$ cat src/rtl/pfc_pkg.sv
`default_nettype none

package pfc_pkg;

    // Request kinds carried in the low bits of s_axis_tuser
    localparam logic [1:0] FUNC_KEY     = 2'd0;
    localparam logic [1:0] FUNC_KEY_END = 2'd1;
    localparam logic [1:0] FUNC_ENC     = 2'd2;
    localparam logic [1:0] FUNC_DEC     = 2'd3;

    localparam int LETTER_W  = 5;
    localparam int COORD_W   = 3;
    localparam int ALPHA_N   = 26;
    localparam int CELLS_N   = 25;
    localparam int TDATA_W   = 16;

    localparam logic [LETTER_W-1:0] LETTER_I = 5'd8;
    localparam logic [LETTER_W-1:0] LETTER_J = 5'd9;
    localparam logic [LETTER_W-1:0] LETTER_Q = 5'd16;
    localparam logic [LETTER_W-1:0] LETTER_Z = 5'd25;

    localparam logic [COORD_W-1:0] SQ_LAST = 3'd4;
    localparam logic [COORD_W-1:0] SQ_SIDE = 3'd5;

    typedef enum logic [1:0] {
        ST_IDLE,
        ST_XLATE,
        ST_FILL
    } state_t;

    typedef struct packed {
        logic [COORD_W-1:0] row;
        logic [COORD_W-1:0] col;
    } coord_t;

    // Square write broadcast to every lane
    typedef struct packed {
        logic                en;
        logic [LETTER_W-1:0] letter;
        coord_t              slot;
    } lane_wr_t;

    // Saturate to z, fold j into i
    function automatic logic [LETTER_W-1:0] norm_letter(input logic [LETTER_W-1:0] v);
        logic [LETTER_W-1:0] c;
        c = (v > LETTER_Z) ? LETTER_Z : v;
        if (c == LETTER_J)
        begin
            c = LETTER_I;
        end
        return c;
    endfunction

    // row * 5 + col, both below 5
    function automatic logic [LETTER_W-1:0] cell_index(input coord_t p);
        return LETTER_W'({p.row, 2'b00}) + LETTER_W'(p.row) + LETTER_W'(p.col);
    endfunction

    // One step around the square, forward or back
    function automatic logic [COORD_W-1:0] wrap_step(input logic [COORD_W-1:0] v,
                                                     input logic fwd);
        logic [COORD_W-1:0] r;
        if (fwd)
        begin
            r = (v == SQ_LAST) ? '0 : v + 3'd1;
        end
        else
        begin
            r = (v == '0) ? SQ_LAST : v - 3'd1;
        end
        return r;
    endfunction

endpackage

`default_nettype wire

$ cat src/rtl/playfair_digraph_cipher_core.sv
`default_nettype none

// Channel   Dir  tdata (low bit up)                   tuser (low bit up)
// s_axis    in   first_letter[4:0], second_letter     func[1:0], has_second[2]
//                [9:5], zero pad [15:10]
// m_axis    out  out_first[4:0], out_second[9:5],     status[0]
//                zero pad [15:10]
//
// Steps: key letter, written when taken; key end (request, then one alphabet
// letter per cycle); pair (lane table lookup, then merge and square read into the
// output register). One request is worked on at a time; the lookup/fill sequencer
// sets the rate. Reset clears the FSM, presence bits, fill counters and output valid;
// square and position tables hold garbage until a key is loaded.
// A stalled m_axis holds the result; a pair waiting behind it stays in the merge step.
module playfair_digraph_cipher_core (
    input  wire logic                         clk,
    input  wire logic                         rst_n,
    input  wire logic                         s_axis_tvalid,
    output      logic                         s_axis_tready,
    input  wire logic [pfc_pkg::TDATA_W-1:0]  s_axis_tdata,  // first_letter, second_letter
    input  wire logic [2:0]                   s_axis_tuser,  // func, has_second
    output      logic                         m_axis_tvalid,
    input  wire logic                         m_axis_tready,
    output      logic [pfc_pkg::TDATA_W-1:0]  m_axis_tdata,  // out_first, out_second
    output      logic [0:0]                   m_axis_tuser   // status
);

    // request fields
    logic [1:0]                   func;
    logic [pfc_pkg::LETTER_W-1:0] in_first;
    logic [pfc_pkg::LETTER_W-1:0] in_second;
    logic                         has_second;
    logic                         accept;

    assign func       = s_axis_tuser[1:0];
    assign has_second = s_axis_tuser[2];
    assign in_first   = pfc_pkg::norm_letter(s_axis_tdata[4:0]);
    assign in_second  = has_second ? pfc_pkg::norm_letter(s_axis_tdata[9:5])
                                   : pfc_pkg::LETTER_Q;
    assign accept     = s_axis_tvalid && s_axis_tready;

    // control state
    pfc_pkg::state_t              state_reg, state_next;
    logic [pfc_pkg::ALPHA_N-1:0]  present_reg, present_next;
    pfc_pkg::coord_t              fill_reg, fill_next;       // next free cell
    logic                         complete_reg, complete_next;
    logic [pfc_pkg::LETTER_W-1:0] fill_letter_reg, fill_letter_next;
    logic                         fwd_reg, fwd_next;
    logic                         bad_reg, bad_next;         // pair before square done

    // output register
    logic                         out_valid_reg, out_valid_next;
    logic [pfc_pkg::LETTER_W-1:0] out_first_reg, out_first_next;
    logic [pfc_pkg::LETTER_W-1:0] out_second_reg, out_second_next;
    logic                         status_reg, status_next;

    // FSM outputs
    logic key_go;
    logic end_go;
    logic pair_go;
    logic fill_active;
    logic xlate_go;

    // square writer
    logic                         clear_key;
    logic [pfc_pkg::ALPHA_N-1:0]  present_eff;
    pfc_pkg::coord_t              fill_eff;
    logic [pfc_pkg::LETTER_W-1:0] add_letter;
    logic                         add_try;
    pfc_pkg::lane_wr_t            wr;

    // lanes and merge
    pfc_pkg::coord_t              coord0, coord1;
    pfc_pkg::coord_t              tgt0, tgt1;
    logic [pfc_pkg::LETTER_W-1:0] lane0_letter, lane1_letter;

    // next state
    always_comb
    begin
        state_next = state_reg;
        unique case (state_reg)
            pfc_pkg::ST_IDLE:
            begin
                if (accept)
                begin
                    if (func == pfc_pkg::FUNC_ENC || func == pfc_pkg::FUNC_DEC)
                    begin
                        state_next = pfc_pkg::ST_XLATE;
                    end
                    else if (func == pfc_pkg::FUNC_KEY_END && !complete_reg)
                    begin
                        state_next = pfc_pkg::ST_FILL;
                    end
                end
            end
            pfc_pkg::ST_XLATE:
            begin
                if (!out_valid_reg || m_axis_tready)
                begin
                    state_next = pfc_pkg::ST_IDLE;
                end
            end
            pfc_pkg::ST_FILL:
            begin
                if (fill_letter_reg == pfc_pkg::LETTER_Z)
                begin
                    state_next = pfc_pkg::ST_IDLE;
                end
            end
            default:
            begin
                state_next = pfc_pkg::ST_IDLE;
            end
        endcase
    end

    // FSM outputs
    always_comb
    begin
        s_axis_tready = 1'b0;
        key_go        = 1'b0;
        end_go        = 1'b0;
        pair_go       = 1'b0;
        fill_active   = 1'b0;
        xlate_go      = 1'b0;
        unique case (state_reg)
            pfc_pkg::ST_IDLE:
            begin
                s_axis_tready = 1'b1;
                key_go        = s_axis_tvalid && (func == pfc_pkg::FUNC_KEY);
                end_go        = s_axis_tvalid && (func == pfc_pkg::FUNC_KEY_END);
                pair_go       = s_axis_tvalid && func[1];
            end
            pfc_pkg::ST_XLATE:
            begin
                xlate_go = !out_valid_reg || m_axis_tready;
            end
            pfc_pkg::ST_FILL:
            begin
                fill_active = 1'b1;
            end
            default:
            begin
                s_axis_tready = 1'b0;
            end
        endcase
    end

    // Square writer: a key letter after completion starts a fresh key.
    assign clear_key   = key_go && complete_reg;
    assign present_eff = clear_key ? '0 : present_reg;
    assign fill_eff    = clear_key ? '0 : fill_reg;
    assign add_letter  = fill_active ? fill_letter_reg : in_first;
    assign add_try     = key_go || (fill_active && fill_letter_reg != pfc_pkg::LETTER_J);

    always_comb
    begin
        wr.en     = add_try && !present_eff[add_letter] && (fill_eff.row != pfc_pkg::SQ_SIDE);
        wr.letter = add_letter;
        wr.slot   = fill_eff;

        present_next = present_eff;
        fill_next    = fill_eff;
        if (wr.en)
        begin
            present_next = present_eff | (pfc_pkg::ALPHA_N'(1) << add_letter);
            if (fill_eff.col == pfc_pkg::SQ_LAST)
            begin
                fill_next = '{row: fill_eff.row + 3'd1, col: '0};
            end
            else
            begin
                fill_next = '{row: fill_eff.row, col: fill_eff.col + 3'd1};
            end
        end

        complete_next = complete_reg;
        if (clear_key)
        begin
            complete_next = 1'b0;
        end
        else if (fill_active && fill_letter_reg == pfc_pkg::LETTER_Z)
        begin
            complete_next = 1'b1;
        end

        fill_letter_next = fill_letter_reg;
        if (end_go)
        begin
            fill_letter_next = '0;
        end
        else if (fill_active)
        begin
            fill_letter_next = fill_letter_reg + 5'd1;
        end

        fwd_next = pair_go ? (func == pfc_pkg::FUNC_ENC) : fwd_reg;
        bad_next = pair_go ? !complete_reg : bad_reg;
    end

    pfc_lane u_lane0 (
        .clk          (clk),
        .wr           (wr),
        .capture      (pair_go),
        .lookup_letter(in_first),
        .coord        (coord0),
        .rd_cell      (tgt0),
        .rd_letter    (lane0_letter)
    );

    pfc_lane u_lane1 (
        .clk          (clk),
        .wr           (wr),
        .capture      (pair_go),
        .lookup_letter(in_second),
        .coord        (coord1),
        .rd_cell      (tgt1),
        .rd_letter    (lane1_letter)
    );

    pfc_merge u_merge (
        .c0 (coord0),
        .c1 (coord1),
        .fwd(fwd_reg),
        .t0 (tgt0),
        .t1 (tgt1)
    );

    // output register
    always_comb
    begin
        out_valid_next  = out_valid_reg;
        out_first_next  = out_first_reg;
        out_second_next = out_second_reg;
        status_next     = status_reg;
        if (xlate_go)
        begin
            out_valid_next  = 1'b1;
            out_first_next  = bad_reg ? '0 : lane0_letter;
            out_second_next = bad_reg ? '0 : lane1_letter;
            status_next     = bad_reg;
        end
        else if (m_axis_tready)
        begin
            out_valid_next = 1'b0;
        end
    end

    always_ff @(posedge clk or negedge rst_n)
    begin
        if (!rst_n)
        begin
            state_reg       <= pfc_pkg::ST_IDLE;
            present_reg     <= '0;
            fill_reg        <= '0;
            complete_reg    <= 1'b0;
            fill_letter_reg <= '0;
            out_valid_reg   <= 1'b0;
        end
        else
        begin
            state_reg       <= state_next;
            present_reg     <= present_next;
            fill_reg        <= fill_next;
            complete_reg    <= complete_next;
            fill_letter_reg <= fill_letter_next;
            out_valid_reg   <= out_valid_next;
        end
    end

    always_ff @(posedge clk)
    begin
        fwd_reg        <= fwd_next;
        bad_reg        <= bad_next;
        out_first_reg  <= out_first_next;
        out_second_reg <= out_second_next;
        status_reg     <= status_next;
    end

    assign m_axis_tvalid = out_valid_reg;
    assign m_axis_tdata  = {6'b0, out_second_reg, out_first_reg};
    assign m_axis_tuser  = status_reg;

endmodule

`default_nettype wire

$ cat src/rtl/pfc_lane.sv
`default_nettype none

// One letter lane: own copy of the square and of the letter-to-cell table.
module pfc_lane (
    input  wire logic                          clk,
    input  wire pfc_pkg::lane_wr_t             wr,
    input  wire logic                          capture,
    input  wire logic [pfc_pkg::LETTER_W-1:0]  lookup_letter,
    output      pfc_pkg::coord_t               coord,
    input  wire pfc_pkg::coord_t               rd_cell,
    output      logic [pfc_pkg::LETTER_W-1:0]  rd_letter
);

    pfc_pkg::coord_t            pos_mem [pfc_pkg::ALPHA_N];
    logic [pfc_pkg::LETTER_W-1:0] square_mem [pfc_pkg::CELLS_N];
    pfc_pkg::coord_t            coord_reg;

    always_ff @(posedge clk)
    begin
        if (wr.en)
        begin
            pos_mem[wr.letter]                       <= wr.slot;
            square_mem[pfc_pkg::cell_index(wr.slot)] <= wr.letter;
        end
        if (capture)
        begin
            coord_reg <= pos_mem[lookup_letter];
        end
    end

    assign coord     = coord_reg;
    assign rd_letter = square_mem[pfc_pkg::cell_index(rd_cell)];

endmodule

`default_nettype wire

$ cat src/rtl/pfc_merge.sv
`default_nettype none

// Combines both lane coordinates into the two target cells.
module pfc_merge (
    input  wire pfc_pkg::coord_t c0,
    input  wire pfc_pkg::coord_t c1,
    input  wire logic            fwd,
    output      pfc_pkg::coord_t t0,
    output      pfc_pkg::coord_t t1
);

    always_comb
    begin
        priority if (c0.col == c1.col)
        begin
            t0 = '{row: pfc_pkg::wrap_step(c0.row, fwd), col: c0.col};
            t1 = '{row: pfc_pkg::wrap_step(c1.row, fwd), col: c1.col};
        end
        else if (c0.row == c1.row)
        begin
            t0 = '{row: c0.row, col: pfc_pkg::wrap_step(c0.col, fwd)};
            t1 = '{row: c1.row, col: pfc_pkg::wrap_step(c1.col, fwd)};
        end
        else
        begin
            // rectangle: swap columns
            t0 = '{row: c0.row, col: c1.col};
            t1 = '{row: c1.row, col: c0.col};
        end
    end

endmodule

`default_nettype wire

$ cat config.mk
export PLATFORM = sky130hd
export DESIGN_NAME = playfair_digraph_cipher_core
export DESIGN_NICKNAME = d
export VERILOG_FILES = /design/src/rtl/pfc_pkg.sv /design/src/rtl/playfair_digraph_cipher_core.sv /design/src/rtl/pfc_lane.sv /design/src/rtl/pfc_merge.sv
export SDC_FILE = /design/constraint.sdc
export NUM_CORES = 1
export LEC_CHECK = 0
export BUFFER_PORTS_ARGS = -buffer_cell sky130_fd_sc_hd__buf_4
export CELL_PAD_IN_SITES_DETAIL_PLACEMENT = 0
export CELL_PAD_IN_SITES_GLOBAL_PLACEMENT = 1
export CORE_MARGIN = 2
export CORE_UTILIZATION = 35
export CTS_CLUSTER_SIZE = 40
export DETAILED_ROUTE_END_ITERATION = 6
export HOLD_SLACK_MARGIN = 0.06
export PLACE_DENSITY_LB_ADDON = 0.1
export SLEW_MARGIN = 25
export SYNTH_ARGS = -nofsm -noshare
export SYNTH_HDL_FRONTEND = slang
export SYNTH_HIERARCHICAL = 1
export SYNTH_SLANG_ARGS = --single-unit
export TNS_END_PERCENT = 5
$ cat constraint.sdc
create_clock -name clk -period 8.63 [get_ports clk]
set_input_delay 0.4315 -clock clk [delete_from_list [all_inputs] [get_ports clk]]
set_output_delay 0.4315 -clock clk [all_outputs]
set_load 0.02 [all_outputs]
==> summary.md, run 1 <==
| Metric | Value |
|---|---|
| Core ar. | 0.0775 mm² |
| Final Max Tran Viols | 0 |
| Via count | 14.2k |
| Crit Path Category | flip-flop to flip-flop |
| Num rows | 102 |
| Leading registers by flop count | u_lane0/pos_mem: 156 flops, u_lane1/pos_mem: 156 flops |
| Clock Latency Late Sink | 610 ps |
| Slew @ Worst Pin | 996 ps |
| Final nets | 1692 |
| Skew final | 19.7 ps |
| CTS clk-pin slew, worst paths | 60 ps |
| Lkg Pwr | 10.5 nW |
| Routed Antenna Nets | 0 |
| Die X | 284 µm |
| Final hold vios | 0 |
| DRC | 0 |
| Synth-to-layout area growth | 14.1% |
| TritonRoute pass-1 iters | 5 |
| Status | finished clean |
| Flops & latches, synth | 628 |
| Post-CTS Setup Inserts | 0 |
| Starting Density | 0.354 |
| Cell count after synthesis | 1550 |
| Vias/cell | 5.24 |
| Total track usage | 0.159 |
| Commonest cells after routing, fill and taps aside | edfxtp_1, mux4_2, nand2_1 |
| Post-Syn Area per Cell | 17.7 µm² |
| Post-synth EDFFs | 587 |
| RSZ-0062 raised after global routing | no |
| Largest net degree at the start of global routing | 65 |
| Root Driver | clkbuf_16 |
| H-tree depth | 3 |
| Pwr dens | 316 mW/mm² |
| Slowest Stage Delay on Critical Path | 680 ps |
| Crit path capture type | flip-flop |
| Synth Area in Adders | 0.0232 |
| Drt total wl | 63.7 mm |
| Synth Area in Compound Gates | 0.0473 |
| IO Count | 42 |
| Hold-critical path endpoint | state_reg[1] |
| Die height | 284 µm |
| Routed wire per std cell | 23.4 µm |
| Upper clock frequency limit | 168 MHz |
| Ant. Diodes | 0 |
| Largest fanout on the critical path | 18 |
| Vias in the first global route | 14.6k |
| HP Class | input pin to flip-flop |
| Initial antenna violation count | 0 |
| WHS Path Cells | 3 |
| Final setup TNS | 0 ps |
| First-pass GRT wire length | 95.7 mm |
| Num CTS Buffers | 74 |
| Max-slew headroom | 0.331 |
| Max clock buf depth | 3 |
| Critical path arrival | 6180 ps |
| Yosys warns | 6 |
| Async S/R FF share, synth | 0.0653 |
| Cell depth of the worst flop-to-flop path | 14 |
| Synth unique cells | 89 |
| HP Start | s_axis_tuser[0] |
| Final Power | 9.89 mW |
| Estimated wirelength of the detail-placed design | 37.6 mm |
| Mux contribution to synthesized area | 0.147 |
| Post-route minimum period | 5970 ps |
| Synth Flop Type | edfxtp_1 |
| Largest family of logic cells by synthesized area | multiplexers |
| Simple-gate share of the synthesized area | 0.0660 |
| FILL cells | 7017 |
| Most common cell after layout, fill and taps aside | edfxtp_1 |
| Peak supply drop | 0.201 mV |
| Synth Area in XOR/XNOR | 0.00890 |
| Mapped cell area | 0.0274 mm² |
| # clock sinks | 628 |
| CP max stage cell | nor3_1 |
| Reg2Reg Launch Point | state_reg[1] |
| CTS tree | built |
| Final setup vio count | 0 |
| Gpl congestion | 0.747 |
| Port bufs | 29 |
| R2R Setup Slk | 2660 ps |
| Total grt overflow | 0 |
| Cells along the critical path | nor4b_1 > nand3_1 > and2_2 > ha_1 > nand2_1 > o21ai_0 > inv_1 > o31ai_1 > a211oi_4 > and2_1 > buf_4 > or3b_2 > nand2b_1 > nor3_1 |
| Worst path required time | 8850 ps |
| CTS resizes | 0 |
| Reg-to-reg critical path endpoint | u_lane1/square_mem[8][0] |
| Initial DRC Count | 1141 |
| Share of cells above drive strength 1 | 0.220 |
| Sequential element share of the synthesized area | 0.681 |
| Die Area | 0.0806 mm² |
| Max-Cap Viols | 0 |
| CP startpoint kind | flip-flop |
| Fin crit share | 0.691 |
==> critical path: cells and delay by family, from the launching register on <==
kind            cells  cell delay [ps]
buf+inv             2              370
flops               1              510
compound gates      3              720
simple gates        8             3750
fa+ha+maj           1              190
==> through the flow <==
step           utilization  std cells  setup WS, ps  instance area [µm²]  hold WS, ps
4_1_cts              0.403       2718          2520                31200         92.4
3_3_place_gp         0.371       2586          2160                28800          467
5_1_grt              0.404       2718          2030                31300          122
6_report             0.404       2718          2660                31300          129
2_1_floorplan            -       1555          2540                27400          136
3_5_place_dp         0.373       2586          2070                28900          468
==> logic make-up (layout without fill, tap and decap cells) <==
kind of cell | count (synthesis) | in the layout
buffers and inverters | 120 | 243
AOI/OAI and AO/OA | 172 | 172
muxes | 217 | 217
xor gates and xnor gates | 27 | 27
DFF | 628 | 628
other | 1 | 6
and+or+nand+nor | 339 | 339
adders and majority gates | 46 | 46
==> timing repair <==
item,CTS,global route
endpoints found under the hold margin,41,0
hold buffers,1,0
setup endpoints to repair,0,0
==> metal layers <==
layer / global-route usage / wire [µm] / up-vias
met5: 0 / 0 / -
met4: 0.0374 / 1120 / 0
met3: 0.0272 / 2440 / 78
met2: 0.257 / 30500 / 275
met1: 0.223 / 29600 / 7488
li1: - / - / 6395
==> power by group <==
| group | total [mW] | switching (mW) | internal (mW) | leakage [nW] |
|---|---|---|---|---|
| clock | 3.05 | 1.22 | 1.83 | 1.15 |
| combinational | 2.88 | 1.81 | 1.07 | 3.42 |
| sequential | 3.96 | 0.102 | 3.86 | 5.98 |
| total | 9.89 | 3.13 | 6.76 | 10.5 |
==> area by class of cell <==
class	instances	area, µm²	area share
inverters	37	143	0.00456
repair buffers	75	566	0.0181
flip-flops and latches	628	18700	0.596
well taps	1040	1300	0.0416
clock inverters	43	435	0.0139
multi-input cells	807	8260	0.264
clock buffers	88	1930	0.0616
==> cells in the mapped netlist (all sizes together), types with 13 or more instances <==
library cell | n | share of area
a31o | 13 | 0.0042
o21ai | 35 | 0.0064
a21oi | 20 | 0.0041
a211o | 14 | 0.0045
mux2 | 19 | 0.0078
ha | 38 | 0.017
nand3b | 18 | 0.0049
dfrtp | 41 | 0.037
xnor2 | 15 | 0.0048
edfxtp | 587 | 0.64
buf | 48 | 0.015
nand3 | 18 | 0.0033
clkbuf | 33 | 0.0056
o22ai | 16 | 0.0037
nand2 | 79 | 0.011
nor2b | 32 | 0.0074
nor2 | 76 | 0.011
inv | 37 | 0.0052
nor4 | 42 | 0.0096
mux2i | 62 | 0.023
mux4 | 136 | 0.12
==> how the worst max path moves through the flow <==
| stage | startpoint | to | slack, ps |
|---|---|---|---|
| finish | state_reg[1] | u_lane1/square_mem[8][0] | 2660 |
| global route | state_reg[1] | u_lane1/square_mem[0][0] | 2030 |
| CTS | state_reg[1] | u_lane1/square_mem[0][0] | 2520 |
| detailed placement | s_axis_tdata[4] | u_lane1/square_mem[0][3] | 2070 |
| global placement | s_axis_tdata[4] | u_lane1/square_mem[0][2] | 2160 |
| floorplan | state_reg[0] | u_lane1/square_mem[16][0] | 2540 |
No activity file was read; power rests on OpenSTA's default activity.
==> run 2: changes to the inputs <==
Clock period 8.63 ns to 5.3 ns, I/O delays scaled along.
==> run 2 against run 1 <==
  * Register-to-register slack worse by 2300 ps
  * Largest power group unchanged
  * Core utilization hardly changed
  * Flip-flop and latch count stayed put
  * Sequential power is 62% higher
  * Clock skew is 1.7 ps lower
  * Die area stayed put
  * Sequential share of layout area is 0.064 points lower
  * Critical path depth is 1 higher
  * Final cell count is 1.4% higher
  * Wire length is 0.89% higher
  * Combinational power is 64% higher
  * Final area is 0.11% higher
==> summary.md, run 2 (same netlist as run 1, synthesis figures left out) <==
| Metric | Value |
|---|---|
| Slew @ Worst Pin | 900 ps |
| Worst path required time | 5640 ps |
| Largest net degree at the start of global routing | 65 |
| Crit Path Category | flip-flop to flip-flop |
| Share of cells above drive strength 1 | 0.221 |
| Upper clock frequency limit | 204 MHz |
| Final Max Tran Viols | 0 |
| Vias in the first global route | 14.9k |
| Vias/cell | 5.18 |
| Fin crit share | 0.925 |
| Peak supply drop | 0.315 mV |
| Initial DRC Count | 1127 |
| Max-slew headroom | 0.400 |
| Total track usage | 0.161 |
| Drt total wl | 64.2 mm |
| Estimated wirelength of the detail-placed design | 39.2 mm |
| Pwr dens | 504 mW/mm² |
| Final hold vios | 0 |
| Via count | 14.3k |
| Most common cell after layout, fill and taps aside | edfxtp_1 |
| # clock sinks | 628 |
| Starting Density | 0.354 |
| Setup WS post-layout | 399 ps |
| Num rows | 102 |
| Root Driver | clkbuf_16 |
| Port bufs | 29 |
| CTS clk-pin slew, worst paths | 60 ps |
| Die X | 284 µm |
| Post-layout util | 0.404 |
| First-pass GRT wire length | 97.1 mm |
| Gpl congestion | 0.765 |
| Skew final | 17.9 ps |
| Initial antenna violation count | 0 |
| Die Area | 0.0806 mm² |
| Status | finished clean |
| Total grt overflow | 0 |
| Ant. Diodes | 0 |
| Max-Cap Viols | 0 |
| Lkg Pwr | 10.7 nW |
| Post-route minimum period | 4900 ps |
| TritonRoute pass-1 iters | 5 |
| Final setup vio count | 0 |
| Routed wire per std cell | 23.3 µm |
| CP startpoint kind | flip-flop |
| Worst hold margin | 142 ps |
| Post-DP Area | 0.0291 mm² |
| Core ar. | 0.0775 mm² |
| Synth-to-layout area growth | 14.2% |
| Crit path capture type | flip-flop |
| H-tree depth | 3 |
| Critical path arrival | 5240 ps |
| HP Class | input pin to flip-flop |
| Final nets | 1734 |
| IO Count | 42 |
| Die height | 284 µm |
| Largest fanout on the critical path | 12 |
| Num CTS Buffers | 71 |
| CTS tree | built |
| Post-CTS Setup Inserts | 0 |
| Clock Latency Late Sink | 610 ps |
| Finished Cell Area | 0.0313 mm² |
| RSZ-0062 raised after global routing | no |
| Routed Antenna Nets | 0 |
| Dpl ws | 342 ps |
| Leading registers by flop count | u_lane0/pos_mem: 156 flops, u_lane1/pos_mem: 156 flops |
| Commonest cells after routing, fill and taps aside | edfxtp_1, buf_4, mux4_2 |
| Final setup TNS | 0 ps |
| DRC | 0 |
| Max clock buf depth | 3 |
## run 2: cell types whose count changed in the layout (fill, tap and decap cells not counted), sizes merged
cell	change
buf	+42
clkinvlp	-2
clkinv	-9
bufinv	-4
clkbuf	+8
dlygate4sd3	+3
## run 2: timing repair
item | CTS | global route
resized for setup | 0 | 2
endpoints found under the hold margin | 45 | 0
setup endpoints to repair | 0 | 10
hold buffers | 4 | 0
## run 2: through the flow
step / std cells / power, mW
final: 2756 / 15.8
after global routing: 2756 / 16.6
after global placement: 2628 / 11.3
after detailed placement: 2628 / 11.4
after floorplan: 1555 / 9.80
after CTS: 2756 / 16.1
## run 2: final timing paths
check	cells past startpoint	startpoint	slack (ps)	endpoint
max	15	u_lane1/coord[0]	400	out_second_reg[2]
min	2	s_axis_tuser[1]	140	fwd_reg
max reg2reg	15	u_lane1/coord[0]	400	out_second_reg[2]
min reg2reg	2	present_reg[25]	480	present_reg[25]
max in group asynchronous	2	rst_n	4710	fill_reg[2]
min in group asynchronous	2	rst_n	190	fill_letter_reg[1]
## run 2: cell type report
| class | instances | area [µm²] |
|---|---|---|
| clock inverters | 28 | 263 |
| fillers | 7065 | 46200 |
| flip-flops and latches | 628 | 18700 |
| repair buffers | 120 | 936 |
| inverters | 37 | 141 |
| multi-input cells | 807 | 8120 |
| clock buffers | 96 | 1900 |
| well taps | 1040 | 1300 |
## run 2: worst max-delay path, stage by stage (launching register included)
cell and delay [ps]:
edfxtp_1 480, inv_1 100, ha_1 260, or2_0 230, mux4_2 510, o22ai_1 170
a211oi_2 130, fa_1 580, inv_1 60, fa_1 480, buf_4 210, mux4_1 320
mux2_2 290, a2111oi_1 530, a221oi_1 120, nor2b_1 160
## run 2: where the power goes
| part | switching (mW) | internal [mW] |
|---|---|---|
| logic | 2.89 | 1.82 |
| clock network | 1.94 | 2.71 |
| registers | 0.155 | 6.28 |
| total | 4.98 | 10.8 |
## run 2: routing by layer
layer,vias up,GRT usage,part of all wire
met2,226,0.269,0.49
met5,-,0,0
met4,0,0.0435,0.022
met3,93,0.0260,0.032
met1,7469,0.218,0.45
li1,6490,-,-
==> run 3: changes to the inputs <==
Settings changed: ABC_AREA from default to 1, CELL_PAD_IN_SITES_DETAIL_PLACEMENT 0 to default, CELL_PAD_IN_SITES_GLOBAL_PLACEMENT 1 to default, PLACE_DENSITY_LB_ADDON 0.1 to default.
==> run 3 against run 2 <==
  * Register-to-register slack better by 250 ps
  * Total power grew 8.1%
  * Die area grew 5.9%
  * Clock power fell by 3%
  * Global-route usage down 0.75 points
  * Critical endpoint is now u_lane1/pos_mem[25][5]
  * First-iteration DRC count increased by 41%
  * Final cell count grew 46%
  * Combinational power is 24% higher
  * Highest routed layer is now met5
  * Clock-buffer cell count shrank 5
  * Synthesized cell count grew 87%
  * Final area is 3.0% higher
  * Worst hold slack better by 23 ps
==> summary.md, run 3 <==
| Metric | Value |
|---|---|
| Post-route minimum period | 4650 ps |
| Slew @ Worst Pin | 980 ps |
| Synth unique cells | 45 |
| Drt total wl | 65.7 mm |
| Total grt overflow | 0 |
| Post-CTS Setup Inserts | 0 |
| TritonRoute pass-1 iters | 6 |
| CTS tree | built |
| Post-synth EDFFs | 587 |
| Die Area | 0.0853 mm² |
| RSZ-0062 raised after global routing | no |
| H-tree depth | 3 |
| Port bufs | 29 |
| CTS clk-pin slew, worst paths | 60 ps |
| Sequential element share of the synthesized area | 0.642 |
| Leading registers by flop count | u_lane0/pos_mem: 156 flops, u_lane1/pos_mem: 156 flops |
| Ant. Diodes | 0 |
| Commonest cells after routing, fill and taps aside | nand2_1, edfxtp_1, nand3_1 |
| Synth Flop Type | edfxtp_1 |
| Cell depth of the worst flop-to-flop path | 11 |
| Final setup TNS | 0 ps |
| HP Start | s_axis_tvalid |
| Reg2Reg Launch Point | state_reg[1] |
| # clock sinks | 628 |
| Lkg Pwr | 13.3 nW |
| Net Sw Frac | 0.376 |
| Cell taking the most area after synthesis | edfxtp_1 |
| Final nets | 2976 |
| Simple-gate share of the synthesized area | 0.248 |
| Gpl congestion | 0.823 |
| Root Driver | clkbuf_16 |
| Hold-critical path endpoint | fill_letter_reg[4] |
| Synth top area cells | edfxtp_1, nand2_1, nand3_1 |
| Upper clock frequency limit | 215 MHz |
| HP Class | input pin to flip-flop |
| Starting Density | 0.354 |
| First-pass GRT wire length | 103 mm |
| Count leader, synth | nand2_1 |
| Final Max Tran Viols | 0 |
| CP startpoint kind | flip-flop |
| Critical path arrival | 4890 ps |
| Async S/R FF share, synth | 0.0653 |
| Reg-to-reg critical path endpoint | u_lane1/pos_mem[25][5] |
| Flops & latches, synth | 628 |
| Max clock buf depth | 3 |
| Internal power | 10.6 mW |
| Largest family of logic cells by synthesized area | simple AND/OR/NAND/NOR gates |
| Synth Area in Compound Gates | 0.0132 |
| Crit path capture type | flip-flop |
| Final hold vios | 0 |
| Largest fanout on the critical path | 32 |
| Cell count after synthesis | 2900 |
| Vias/cell | 4.88 |
| Mux contribution to synthesized area | 0 |
| Power share of the combinational group | 0.342 |
| IO Count | 42 |
| Clock Latency Late Sink | 610 ps |
| Net Sw Power | 6.42 mW |
| Num CTS Buffers | 70 |
| Via count | 19.6k |
| Status | finished clean |
| Crit Path Category | flip-flop to flip-flop |
| Vias in the first global route | 18.8k |
| Num rows | 105 |
| Peak supply drop | 0.284 mV |
| Most common cell after layout, fill and taps aside | nand2_1 |
| Initial antenna violation count | 2 |
| Synth Area in Adders | 0.0219 |
| Routed wire per std cell | 16.3 µm |
| Final setup vio count | 0 |
| Synth Area in XOR/XNOR | 0.00474 |
| Synth top cells by count | nand2_1, edfxtp_1, nand3_1, inv_1, nor2_1 |
| Fin crit share | 0.878 |
| Initial DRC Count | 1592 |
| WHS Path Cells | 6 |
| Max-slew headroom | 0.342 |
| Total track usage | 0.153 |
| Clock share of power | 0.264 |
| Synth-to-layout area growth | 11.1% |
| Pwr dens | 529 mW/mm² |
| Max-Cap Viols | 0 |
| Yosys warns | 6 |
| Die X | 292 µm |
| Mapped cell area | 0.0290 mm² |
| Skew final | 17.9 ps |
| Post-layout util | 0.393 |
| Share of cells above drive strength 1 | 0.0690 |
| R2R Setup Slk | 650 ps |
| Largest net degree at the start of global routing | 79 |
| Routed Antenna Nets | 0 |
| CTS resizes | 0 |
| Core ar. | 0.0821 mm² |
| Estimated wirelength of the detail-placed design | 38.4 mm |
| Flop pwr share | 0.394 |
| Worst path required time | 5540 ps |
| DRC | 0 |
| Die height | 292 µm |
| Post-Syn Area per Cell | 10.0 µm² |
| Synth top area share | 0.607 |
run 3: cell types whose count changed after synthesis, sizes merged, moves of 13 or more:
cell / change
nand4: +27
mux4: -136
nor4: -42
buf: +59
mux2i: -62
a31o: -13
nor2: +110
a211o: -14
nand2: +868
nor2b: -32
o22ai: -14
nand3: +480
mux2: -19
inv: +283
run 3: logic make-up after synthesis:
family	count (synthesis)
and+or+nand+nor	1687
xor gates and xnor gates	14
buffers and inverters	457
other	1
AOI/OAI and AO/OA	67
adders and majority gates	46
DFF	628
run 3: per-layer routing:
metal	wire length, µm	part of all wire	GRT usage
met4	1710	0.026	0.0497
met1	28900	0.44	0.206
met2	31300	0.48	0.255
met3	3760	0.057	0.0239
met5	7	0.00011	0
run 3: critical path, stage by stage (launching register included):
cell	delay (ps)
dfrtp_1	440
nor2_4	150
nand4_2	720
nand2_1	380
inv_2	160
ha_1	220
a22o_1	190
inv_1	110
nand3_4	120
inv_1	570
nand3_1	530
nor2_1	660
run 3: stage by stage:
step	cell area (µm²)	std cells	hold slack, ps	power [mW]	setup slack (ps)
final	32200	4028	165	17.1	649
after floorplan	29100	2905	-30.6	10.8	1010
after global placement	30100	3899	288	12.6	771
after global routing	32200	4028	203	18.1	343
after detailed placement	30100	3899	292	12.6	702
after CTS	32200	4028	132	17.2	682
run 3: worst max path at each step:
stage | from | endpoint | cells past startpoint
after floorplan | state_reg[1] | u_lane1/square_mem[0][0] | 11
after global placement | state_reg[1] | u_lane1/pos_mem[24][5] | 11
after detailed placement | state_reg[1] | u_lane1/pos_mem[25][4] | 11
after CTS | state_reg[1] | u_lane1/pos_mem[23][0] | 11
after global routing | state_reg[1] | u_lane1/pos_mem[25][5] | 11
final | state_reg[1] | u_lane1/pos_mem[25][5] | 11
run 3: repair_timing:
| item | CTS | global route |
|---|---|---|
| endpoints found under the hold margin | 50 | 0 |
| hold buffers | 6 | 0 |
| setup endpoints to repair | 0 | 0 |
run 3: final cells by class:
cell class                 instances  area [µm²]
clock inverter                    32         238
inverter                         324        1220
multi-input combinational       1820        8410
fill                            7887       49900
timing repair buffer              63         488
tap                             1070        1340
sequential                       628       18700
clock buffer                      91        1890
run 3: power groups by stage:
stage               Combinational [mW]  Sequential (mW)  Clock (mW)
floorplan                         4.03             6.80           0
global placement                  5.76             6.82           0
detailed placement                5.82             6.83           0
CTS                               5.85             6.73        4.62
global route                      6.52             6.77        4.81
finish                            5.83             6.72        4.51
